File: config.mk
export PLATFORM = sky130hd
export DESIGN_NAME = sfpi_front
export DESIGN_NICKNAME = d
export VERILOG_FILES = /design/src/hdl/sfpi_pkg.sv /design/src/hdl/sfpi_front.sv
export SDC_FILE = /design/constraint.sdc
export NUM_CORES = 1
export LEC_CHECK = 0
export BUFFER_PORTS_ARGS = -buffer_cell sky130_fd_sc_hd__buf_4
export CORE_AREA = 2 2 216 218
export DETAILED_ROUTE_END_ITERATION = 8
export DIE_AREA = 0 0 218 220
export PLACE_DENSITY = 0.3
export SLEW_MARGIN = 15
export SYNTH_ARGS = -nofsm -noshare
export SYNTH_HDL_FRONTEND = slang
export SYNTH_SLANG_ARGS = --single-unit
File: constraint.sdc
create_clock -name vclk -period 1.3
set_input_delay 0 -clock vclk [all_inputs]
set_output_delay 0 -clock vclk [all_outputs]
set_load 0.005 [all_outputs]
File: src/hdl/sfpi_pkg.sv
package sfpi_pkg;

    localparam int GRID_CELLS  = 1024;
    localparam int CELL_BITS   = $clog2(GRID_CELLS);
    localparam int FRAC_BITS   = 16;
    localparam int VALUE_WIDTH = 32;
    localparam int W_BITS      = 16;
    localparam int QUEUE_DEPTH = 4;
    localparam int QPTR_BITS   = $clog2(QUEUE_DEPTH);
    localparam int QCNT_BITS   = $clog2(QUEUE_DEPTH + 1);

    // Request codes.
    localparam logic REQ_LOAD     = 1'b0;
    localparam logic REQ_PARTICLE = 1'b1;

    // Input beat as seen on the port.
    typedef struct packed {
        logic                          req_type;
        logic [9:0]                    cell_index;
        logic [15:0]                   offset_frac;
        logic signed [VALUE_WIDTH-1:0] load_ex;
        logic signed [VALUE_WIDTH-1:0] load_ey;
        logic signed [VALUE_WIDTH-1:0] load_ez;
        logic signed [VALUE_WIDTH-1:0] load_by;
        logic signed [VALUE_WIDTH-1:0] load_bz;
        logic signed [VALUE_WIDTH-1:0] load_env_re;
        logic signed [VALUE_WIDTH-1:0] load_env_im;
    } t_in_beat;

    // Result beat as seen on the port.
    typedef struct packed {
        logic signed [VALUE_WIDTH-1:0] e_long;
        logic signed [VALUE_WIDTH-1:0] e_trans_y;
        logic signed [VALUE_WIDTH-1:0] e_trans_z;
        logic signed [VALUE_WIDTH-1:0] b_trans_y;
        logic signed [VALUE_WIDTH-1:0] b_trans_z;
        logic [VALUE_WIDTH-1:0]        env_sq;
        logic                          out_of_range;
    } t_out_beat;

    // Classified command handed from the front end to the back end.
    typedef struct packed {
        logic                   is_load;
        logic                   load_ok;
        logic                   oor;
        logic [CELL_BITS-1:0]   base_cell;
        logic [CELL_BITS-1:0]   cell_up;
        logic [CELL_BITS-1:0]   stag_lo;
        logic [CELL_BITS-1:0]   stag_hi;
        logic [W_BITS-1:0]      w_frac;
        logic [W_BITS-1:0]      w_stag;
        logic [VALUE_WIDTH-1:0] ex;
        logic [VALUE_WIDTH-1:0] ey;
        logic [VALUE_WIDTH-1:0] ez;
        logic [VALUE_WIDTH-1:0] by;
        logic [VALUE_WIDTH-1:0] bz;
        logic [VALUE_WIDTH-1:0] env_re;
        logic [VALUE_WIDTH-1:0] env_im;
    } t_cmd;

endpackage

File: src/hdl/sfpi_front.sv
module sfpi_front (
    input  sfpi_pkg::t_in_beat i_beat,
    output sfpi_pkg::t_cmd     o_cmd
);
    import sfpi_pkg::*;

    localparam logic [W_BITS-1:0] W_HALF = W_BITS'(1) << (W_BITS - 1);

    logic [CELL_BITS:0]   cell_ext;
    logic [CELL_BITS-1:0] base_cell;
    logic [W_BITS-1:0]    x;
    logic                 lower_half;

    // Decode the beat into a load or a particle with its neighbor cells.
    always_comb begin
        cell_ext   = (CELL_BITS + 1)'(i_beat.cell_index);
        base_cell  = cell_ext[CELL_BITS-1:0];
        x          = i_beat.offset_frac;
        lower_half = (x < W_HALF);

        o_cmd.is_load   = (i_beat.req_type == REQ_LOAD);
        o_cmd.load_ok   = (cell_ext < (CELL_BITS + 1)'(GRID_CELLS));
        o_cmd.oor       = ((cell_ext + 1'b1) >= (CELL_BITS + 1)'(GRID_CELLS))
                          || (lower_half && (cell_ext == '0));
        o_cmd.base_cell = base_cell;
        o_cmd.cell_up   = base_cell + 1'b1;
        o_cmd.w_frac    = x;
        if (lower_half) begin
            o_cmd.stag_lo = base_cell - 1'b1;
            o_cmd.stag_hi = base_cell;
            o_cmd.w_stag  = x + W_HALF;
        end else begin
            o_cmd.stag_lo = base_cell;
            o_cmd.stag_hi = base_cell + 1'b1;
            o_cmd.w_stag  = x - W_HALF;
        end
        o_cmd.ex     = i_beat.load_ex;
        o_cmd.ey     = i_beat.load_ey;
        o_cmd.ez     = i_beat.load_ez;
        o_cmd.by     = i_beat.load_by;
        o_cmd.bz     = i_beat.load_bz;
        o_cmd.env_re = i_beat.load_env_re;
        o_cmd.env_im = i_beat.load_env_im;
    end

endmodule

# Word-level counts from Yosys, hierarchy flattened
# Index checks and enable logic that the tools add are counted.
word_totals:
  word_cells: 13
  output_inout_bits: 299
  inputBits: 251
  register_bits: 0
classes:
  n_bitwise: 1
  order_cmp: 2
  n_reduce_logical: 3
  muxes: 2
  n_addsub: 5
op_table:
  columns: ["operator", "count"]
  rows:
  - ["20-bit 2-to-1 mux", 1]
  - ["16-bit adder (second input constant)", 1]
  - ["16-bit less-than comparator (second input constant)", 1]
  - ["16-bit 2-to-1 mux", 1]
  - ["16-bit subtractor (second input constant)", 1]
  - ["10-bit by 1-bit adder with 11-bit output (second input constant)", 1]
  - ["11-bit >= comparator (second input constant)", 1]
  - ["10-bit by 1-bit adder with 10-bit output (second input constant)", 1]
  - ["10-bit zero test", 1]
  - ["10-bit by 1-bit subtractor with 10-bit output (second input constant)", 1]
  - ["1-bit logical AND", 1]
  - ["1-bit logical OR", 1]
  - ["1-bit inverter", 1]

# Longest topological paths before layout
depth:
  depth_word: 3
  depth_mapped: 5
  mapped_depth_nobuf: 5

# Worst setup path after synthesis
# Ideal clock, no wire load.
synth_timing:
  kind: "input to output"
  start: "input port i_beat[242] in the netlist's numbering"
  end: "output port o_cmd[273] in the netlist's numbering"
  stages: 4
  n_path_buf: 1
  t_arrival_ps: 1135
  required_ps: 1300
  slack_ps: 165
  path_cell_list: "buf_6 > or4_4 > nor4b_4 > xor2_1"
synth_rtl:
  columns: ["element", "line_no", "rtl"]
  rows:
  - ["start, declared", "sfpi_front.sv:2", "input sfpi_pkg::t_in_beat i_beat,"]
  - ["end, declared", "sfpi_front.sv:3", "output sfpi_pkg::t_cmd o_cmd"]

==> summary.md <==
| Metric | Value |
|---|---|
| Hold crit path type | in2out |
| Core area | about 46000 sq um |
| DRT Wirelength | 10800 um |
| Peak VDD IR | about 97 uV |
| Syn Area/Cell | between 7 and 8 sq um |
| Fin. Hold Viols | 0 |
| Worst setup path startpoint | i_beat[240] |
| Die Y | 220 um |
| Top area cells in the synthesized netlist | buf_4 77%, xnor2_1 6.1%, xor2_1 2.4%, nor4b_4 1.8%, nand2_1 1.6% |
| Top-count cell post-synth | buf_4 |
| Pwr Density | between 200 and 250 nW/um^2 |
| Die Area | about 48000 sq um |
| # rows | slightly below 80 |
| Fmax | approximately 740 MHz |
| Area delta synth->final | -26.3% |
| CP Capture Type | output pin |
| Slowest cell on the critical path | or4_4 |
| Post-route DRC | 0 |
| Crit path max fanout | 4 |
| Hold buffers post-CTS | 0 |
| Remaining global-route overflow | 0 |
| Layout cells sized above 1 | about 56% |
| Synth cell types | 25 |
| Sequential element share of the synthesized area | 0% |
| Tcrit/Tclk final | 104% |
| I/O pin cnt | 550 |
| # placed instances | around 760 |
| Gr usage total | under 10% |
| Routed Antenna Nets | 0 |
| Avg WL per Cell | roughly 14 um |
| Critical Path Max Stage Delay | 0.65 ns |
| Syn Inst Count | between 300 and 400 |
| Final #Nets | 405 |
| FF+latch count | 0 |
| Drt first pass iters | 4 |
| Largest net degree at the start of global routing | 10 |
| Failing checks | setup timing |
| Detailed placement HPWL | roughly 9400 um |
| Vias per cell | around 1.6 |
| Pins over their slew limit | 0 |
| Final Power | ~0.42 mW |
| Final min period | between 1 and 1.5 ns |
| Placer Congestion | 0.554 |
| Effective utilization at floorplan | 5.62% |
| Post-Syn Area | 2580 sq um |
| Initial antenna violation count | 0 |
| Worst Setup Slack, final | -0.0526 ns |
| Max Cap Viol | 0 |
| Critical path type | in2out |
| Static Leak | 0.576 nW |
| Buffers added on ports | 56 |
| Synth top cells by count | 266 x buf_4, 18 x xnor2_1, 11 x nand2_1 |
| Clock buf count | 0 |
| Synth area leader | buf_4 |
| Syn. warnings | 0 |
| Die span in x | approximately 220 um |
| Post-CTS Setup Bufs | 0 |
| Cells along the critical path | buf_8 > or4_4 > nor4b_4 > xor2_1 > buf_4 |
| Multi-input gate area | 526 sq um |
| RSZ-0062 raised after global routing | true |
| Vias | between 1000 and 1500 |
| Antenna Diode Count | 0 |
| Non-Filler Instances | 756 |
| Syn Nets | between 600 and 700 |
| Run status | complete, but fails checks |
| Vias in the first global route | between 1000 and 1500 |
| Register area | 0 sq um |
| Filler cells | roughly 5500 |
| Fin Setup TNS | -0.0922 ns |
| Data arrival, critical path | approximately 1.4 ns |
| CP delay by family, top | simple AND/OR/NAND/NOR gates |
| First-pass GRT wire length | 12800 um |
| DRT iter0 DRCs | 24 |
| Beginning of the worst hold path | i_beat[139] |
| Critical Path Start Type | input port |
| Final Setup Violations | 2 |
| CP required | 1.30 ns |
| Buf/Inv on CP | 2 |
| Post-synth top area share | 77.5% |
routing by layer:
metal	vias to the layer above	track usage, %	wire [um]
met5	-	0	0
met4	0	5.33	1540
met3	118	2.95	1990
met2	234	6.43	4580
met1	475	2.84	2660
li1	402	-	-
repair_timing:
action,in CTS,in global routing
gates resized for setup,6,4
setup endpoints to repair,6,9
cloned,0,0
pin swaps,5,3
endpoints found under the hold margin,0,0
final cells by class:
| cell class | instances | area share (%) |
|---|---|---|
| inverter | 5 | 0.987 |
| multi-input combinational | 67 | 27.6 |
| timing repair buffer | 77 | 31.4 |
| tap | 607 | 40.0 |
through the flow:
stage | instance area, sq um | setup WS, ns | util [%] | hold slack (ns)
4_1_cts | 1880 | -0.0899 | 4.10 | 0.0000346
3_3_place_gp | 1860 | -0.120 | 4.05 | 0.0000346
6_report | 1900 | -0.0526 | 4.14 | 0.00000199
2_1_floorplan | 2580 | 0.165 | - | 0.0265
3_5_place_dp | 1860 | -0.133 | 4.05 | 0.0000346
5_1_grt | 1900 | -0.100 | 4.14 | 0.00000796
where the power goes:
group / total (mW) / switching [mW] / internal (mW)
clock: 0 / 0 / 0
combinational: 0.422 / 0.205 / 0.217
sequential: 0 / 0 / 0
total: 0.422 / 0.205 / 0.217
layout by cell type, fill, tap and decap left out, types with 2 or more instances in the layout:
cell type,Yosys,routed
o21ai_0,2,2
inv_1,5,5
nand3_1,7,7
nand4_1,4,4
and3_1,2,2
xor2_1,7,7
nand2_1,11,11
xnor2_1,18,18
nor4b_4,2,3
buf_4,266,74
ha_1,3,2
buf_8,0,2
nor4_1,2,2
kinds of logic (layout without fill, tap and decap cells):
group                    Yosys count  in the layout  share of synthesized area [%]
AO/OA/AOI/OAI                      3              3                          0.631
XOR/XNOR                          25             25                           8.50
adder cells (fa/ha/maj)            3              3                           1.46
buffers and inverters            284             82                           80.5
other                              1              1                          0.145
AND/OR/NAND/NOR                   35             35                           8.79
path summary, 6_finish.rpt:
path,to,slack (ns),depth (start not counted)
max,o_cmd[273],-0.05,5
min,o_cmd[139],0.000002,0
No activity file was read; power rests on OpenSTA's default activity.
