[config.mk]
export PLATFORM = sky130hd
export DESIGN_NAME = sfpi_queue
export DESIGN_NICKNAME = d
export VERILOG_FILES = /design/src/hdl/sfpi_pkg.sv /design/src/hdl/sfpi_queue.sv
export SDC_FILE = /design/constraint.sdc
export NUM_CORES = 1
export LEC_CHECK = 0
export ABC_AREA = 1
export BUFFER_PORTS_ARGS = -buffer_cell sky130_fd_sc_hd__buf_2
export CAP_MARGIN = 20
export CORE_MARGIN = 10
export CORE_UTILIZATION = 49
export DETAILED_ROUTE_END_ITERATION = 8
export GPL_ROUTABILITY_DRIVEN = 0
export HOLD_SLACK_MARGIN = 0.15
export PLACE_DENSITY = 0.68
export REMOVE_ABC_BUFFERS = 1
export SYNTH_ARGS = -nofsm -noshare
export SYNTH_HDL_FRONTEND = slang
export SYNTH_SLANG_ARGS = --single-unit
[constraint.sdc]
create_clock -name i_clk -period 14.75 [get_ports i_clk]
set_input_delay 1.475 -clock i_clk [delete_from_list [all_inputs] [get_ports i_clk]]
set_output_delay 1.475 -clock i_clk [all_outputs]
set_load 0.01 [all_outputs]
[src/hdl/sfpi_pkg.sv]
package sfpi_pkg;

    localparam int GRID_CELLS  = 1024;
    localparam int CELL_BITS   = $clog2(GRID_CELLS);
    localparam int FRAC_BITS   = 16;
    localparam int VALUE_WIDTH = 32;
    localparam int W_BITS      = 16;
    localparam int QUEUE_DEPTH = 4;
    localparam int QPTR_BITS   = $clog2(QUEUE_DEPTH);
    localparam int QCNT_BITS   = $clog2(QUEUE_DEPTH + 1);

    // Request codes.
    localparam logic REQ_LOAD     = 1'b0;
    localparam logic REQ_PARTICLE = 1'b1;

    // Input beat as seen on the port.
    typedef struct packed {
        logic                          req_type;
        logic [9:0]                    cell_index;
        logic [15:0]                   offset_frac;
        logic signed [VALUE_WIDTH-1:0] load_ex;
        logic signed [VALUE_WIDTH-1:0] load_ey;
        logic signed [VALUE_WIDTH-1:0] load_ez;
        logic signed [VALUE_WIDTH-1:0] load_by;
        logic signed [VALUE_WIDTH-1:0] load_bz;
        logic signed [VALUE_WIDTH-1:0] load_env_re;
        logic signed [VALUE_WIDTH-1:0] load_env_im;
    } t_in_beat;

    // Result beat as seen on the port.
    typedef struct packed {
        logic signed [VALUE_WIDTH-1:0] e_long;
        logic signed [VALUE_WIDTH-1:0] e_trans_y;
        logic signed [VALUE_WIDTH-1:0] e_trans_z;
        logic signed [VALUE_WIDTH-1:0] b_trans_y;
        logic signed [VALUE_WIDTH-1:0] b_trans_z;
        logic [VALUE_WIDTH-1:0]        env_sq;
        logic                          out_of_range;
    } t_out_beat;

    // Classified command handed from the front end to the back end.
    typedef struct packed {
        logic                   is_load;
        logic                   load_ok;
        logic                   oor;
        logic [CELL_BITS-1:0]   base_cell;
        logic [CELL_BITS-1:0]   cell_up;
        logic [CELL_BITS-1:0]   stag_lo;
        logic [CELL_BITS-1:0]   stag_hi;
        logic [W_BITS-1:0]      w_frac;
        logic [W_BITS-1:0]      w_stag;
        logic [VALUE_WIDTH-1:0] ex;
        logic [VALUE_WIDTH-1:0] ey;
        logic [VALUE_WIDTH-1:0] ez;
        logic [VALUE_WIDTH-1:0] by;
        logic [VALUE_WIDTH-1:0] bz;
        logic [VALUE_WIDTH-1:0] env_re;
        logic [VALUE_WIDTH-1:0] env_im;
    } t_cmd;

endpackage

[src/hdl/sfpi_queue.sv]
module sfpi_queue (
    input  logic            i_clk,
    input  logic            i_rst_n,
    input  logic            i_push,
    input  sfpi_pkg::t_cmd  i_cmd,
    output logic            o_full,
    input  logic            i_pop,
    output logic            o_empty,
    output sfpi_pkg::t_cmd  o_cmd
);
    import sfpi_pkg::*;

    t_cmd                 r_slot [QUEUE_DEPTH];
    logic [QPTR_BITS-1:0] r_wr_ptr;
    logic [QPTR_BITS-1:0] r_rd_ptr;
    logic [QCNT_BITS-1:0] r_count;

    assign o_full  = (r_count == QCNT_BITS'(QUEUE_DEPTH));
    assign o_empty = (r_count == '0);
    assign o_cmd   = r_slot[r_rd_ptr];

    // Pointers and fill count.
    always_ff @(posedge i_clk) begin
        if (!i_rst_n) begin
            r_wr_ptr <= '0;
            r_rd_ptr <= '0;
            r_count  <= '0;
        end else begin
            if (i_push) begin
                r_wr_ptr <= r_wr_ptr + 1'b1;
            end
            if (i_pop) begin
                r_rd_ptr <= r_rd_ptr + 1'b1;
            end
            if (i_push && !i_pop) begin
                r_count <= r_count + 1'b1;
            end else if (!i_push && i_pop) begin
                r_count <= r_count - 1'b1;
            end
        end
    end

    // Slot storage.
    always_ff @(posedge i_clk) begin
        if (i_push) begin
            r_slot[r_wr_ptr] <= i_cmd;
        end
    end

endmodule

Word level (Yosys, flattened, before mapping)
Memories as Yosys holds them, arrays and structs flattened. A register that Yosys moved wholly into a read port is not among the register bits.
Index checks and enable logic that the tools add are counted.

word-level totals
  register bits after elaboration = 7
  bits in writable memories = 1196
  output and inout port bits = 301
  word-level logic and storage cells = 21
  memories = 1

memories
  name    depth  bits a word  read ports  clocked after Yosys merged registers in  wr ports  line              RTL
  r_slot  4      299          1           1                                        1         sfpi_queue.sv:13  t_cmd r_slot [QUEUE_DEPTH];

cells by class
  add/subtract/negate cells = 4
  eq/ne operators = 1
  multiplexer cells = 6
  reductions and logical operators = 6

operators by type and width
  operator                                           number
  two-way mux 3 bit                                  2
  adder 2 x 1 -> 2 bit (second input constant)       2
  two-way mux 2 bit                                  2
  adder 3 x 1 -> 3 bit (second input constant)       1
  == test 3 bit (second input constant)              1
  logical NOT 3 bit                                  1
  subtractor 3 x 1 -> 3 bit (second input constant)  1
  logical AND 1 bit                                  2
  logical NOT 1 bit                                  2
  two-way mux 1 bit                                  2
  nonzero test 2 bit                                 1

Logic depth before layout (Yosys ltp)
  depth in word-level cells = 4
  depth in mapped cells = 10

Worst setup path after synthesis
OpenSTA, ideal clock, no wires.

  path kind = input-to-reg
  start = input i_push
  end = memory r_slot[0][0] (netlist name) (enable)
  arrival = 7.237 ns
  required time = 14.101 ns
  setup slack = 6.864 ns
  stages = 2
  path buffers = 0
  path through = nand2_1 > inv_1

between the ends
  word-level cells in the longest chain between the ends = 2

RTL lines
  item                                     line              RTL
  start: declaration                       sfpi_queue.sv:4   input logic i_push,
  two-way mux 1 bit                        sfpi_queue.sv:45  if (i_push) begin
  two-way mux 1 bit (implied by the code)  sfpi_queue.sv:46  r_slot[r_wr_ptr] <= i_cmd;
  end: declaration                         sfpi_queue.sv:13

No other way between the ends.

==> metrics.txt <==
run status=finished clean; starting density of the core=0.493; dpl hpwl=between 50 and 60 mm; std cell rows=110; maximum fanout along the worst path=roughly 180; final setup skew=0.0162 ns; LEAKAGE=roughly 0.018 uW; ANT nets after route=0; Worst-path clk slew=0.06 ns; crit share post-route=0.411; area growth from synthesis to layout=17.3%; NetSw=roughly 1700 uW; Fmax=165 MHz; nets=approximately 3.8k; fin crit period=a little over 6 ns; Flop pwr share=0.530; vias in the first global route=about 26k; clock buffer depth=3; Crit Path Class=flop to output port; WP data arrival=~4.6 ns; initial antenna violation count=41; area leader, netlist=edfxtp_1; setup TNS=0 ns; Worst setup SP type=flop; Synth Area in XOR/XNOR=0; RSZ-0062 raised after global routing=false; DRC viols=0; critical path capture point type=output port; drt total wl=106 mm; layout cell share with drive strength beyond 1=0.222; Max-slew headroom=0.0913; Sw Ratio=0.232; Synth Area in Adders=0.00186; IO buf count=603; final max-slew violation count=0; Avg Vias per Cell=roughly 5.5; Gate Count Post-Synth=2949; Yosys reg bits=approximately 1.2k; number of library cell types mapped by synthesis=19; final hold slack=~0.44 ns; largest net degree at the start of global routing=between 200 and 250; IO Pins=604; clock latency on the worst-skew pair=0.70 ns; Tot Pwr=around 7500 uW; sequential share of the synthesized area=0.814; CTS tree=built; PD cells=~140 nW/um^2; Synth Cell Area=about 44000 sq um; CP required=between 10 and 15 ns; root buffer cell=clkbuf_16; first-pass GRT wire length=156 mm; CTS Buf Count=117; top post-synthesis cells by area=edfxtp_1, o21ai_0, nor2_1; final hold violations=0; routed vias=between 20k and 30k; Setup-failing EPs final=0; VDD IR max=0.114 mV; Synth Area per Inst=15.0 sq um; Yosys warnings=0; clock share of power=0.381; Hold WC Path Type=flop to flop; hold buffer count at CTS=0; grt peak-use layer=met2; drt pass-1 iters=5; Max-Cap Viols=0; post-CTS setup buffers=0; most frequent cells in the layout=edfxtp_1, nor2_1, o21ai_0, buf_2, o22ai_1; Internal=roughly 5700 uW; post-cts repair resize count=0; global-route usage over all layers=0.196; gr ovfl total=0; met1 Usage GRT=0.244; Synth top area share=0.810; Simple-Gate Fraction of Synth Area=0.0523; H-tree depth=3; Clock Sinks=between 1k and 1.5k; met3 GRT Util=0.0449; Finished Core Util=0.579; mux contribution to synthesized area=0; combinational fraction of design power=0.089; chip width=about 320 um; largest family of logic cells by synthesized area=compound AO/OA/AOI/OAI gates; most common cell after layout, fill and taps aside=edfxtp_1; Worst-Margin Slew=approximately 1.4 ns; Synth Area in Compound Gates=0.111; setup ws final=just under 9 ns; core area=approximately 90000 sq um; post-DR wirelength/cell=around 22 um; Die Span Y=between 300 and 400 um; Iteration-0 DRC Markers=between 2k and 3k; pre-CTS WS=9.16 ns; met2 Use GR=0.327; Die Area=103000 sq um
-- worst paths after layout --
kind	slack, ns	cells past startpoint	startpoint	end
worst min-delay path	0.44	1	r_rd_ptr[1]	flop
worst min register to register	0.44	1	r_rd_ptr[1]	flop
worst max-delay path	8.69	7	flop	o_cmd[136]
worst max register to register	11.90	5	r_wr_ptr[0]	r_slot[0][239]
-- cell type report --
type	instances	area (sq um)
antenna	27	67.6
clock inverter	86	691
timing repair buffer	626	3290
tap	1176	1470
fill	6983	37800
clock buffer	131	2980
sequential	1205	36100
inverter	17	109
multi-input combinational	1529	7310
-- logic make-up (layout without fill, tap and decap cells) --
| family | Yosys count | count (layout) |
|---|---|---|
| DFF | 1205 | 1205 |
| AOI/OAI and AO/OA | 907 | 907 |
| and+or+nand+nor | 616 | 616 |
| buffers and inverters | 215 | 860 |
| adders and majority gates | 6 | 6 |
| other | 0 | 27 |
-- metal layers --
metal  vias to the layer above  share of wire  wire, um
met5                         -         0.0014       151
met4                        24          0.033      3490
met3                       183          0.068      7160
met2                       887           0.51     53800
met1                     13200           0.39     41400
li1                      12400              -         -
-- state kept, by name, summed over array words and instances, names as in the netlist, named ones only --
signal    flops
r_count       3
r_slot     1196
r_rd_ptr      2
r_wr_ptr      2
-- stage by stage --
step | std cells | cell area, sq um
detailed placement | 4551 | 48200
global placement | 4551 | 48200
global route | 4792 | 52000
CTS | 4768 | 51900
finish | 4797 | 52000
floorplan | 2751 | 43500
-- worst max-delay path, stage by stage (launching register included) --
cell and delay [ns]:
dfxtp_4 0.62, inv_8 0.83, buf_4 0.93, buf_4 0.34
buf_16 0.34, o21ai_0 0.17, o22ai_1 0.24, buf_2 0.18
-- power groups by stage --
| stage | Combinational [uW] | Clock [uW] | Sequential, uW |
|---|---|---|---|
| 5_1_grt | 726 | 3050 | 3970 |
| 3_3_place_gp | 660 | 0 | 4030 |
| 6_report | 665 | 2840 | 3960 |
| 4_1_cts | 673 | 2900 | 3960 |
| 3_5_place_dp | 671 | 0 | 4030 |
| 2_1_floorplan | 330 | 0 | 4080 |
-- cells in the mapped netlist, drive strengths merged --
cell	count
ha	5
inv	17
nand4	1
nand2	9
buf	77
o22ai	299
fa	1
a21oi	4
nand3	1
nor3	2
nor2	603
edfxtp	1196
o21ai	604
clkbuf	121
dfxtp	9
(Power assumes the default switching activity.)
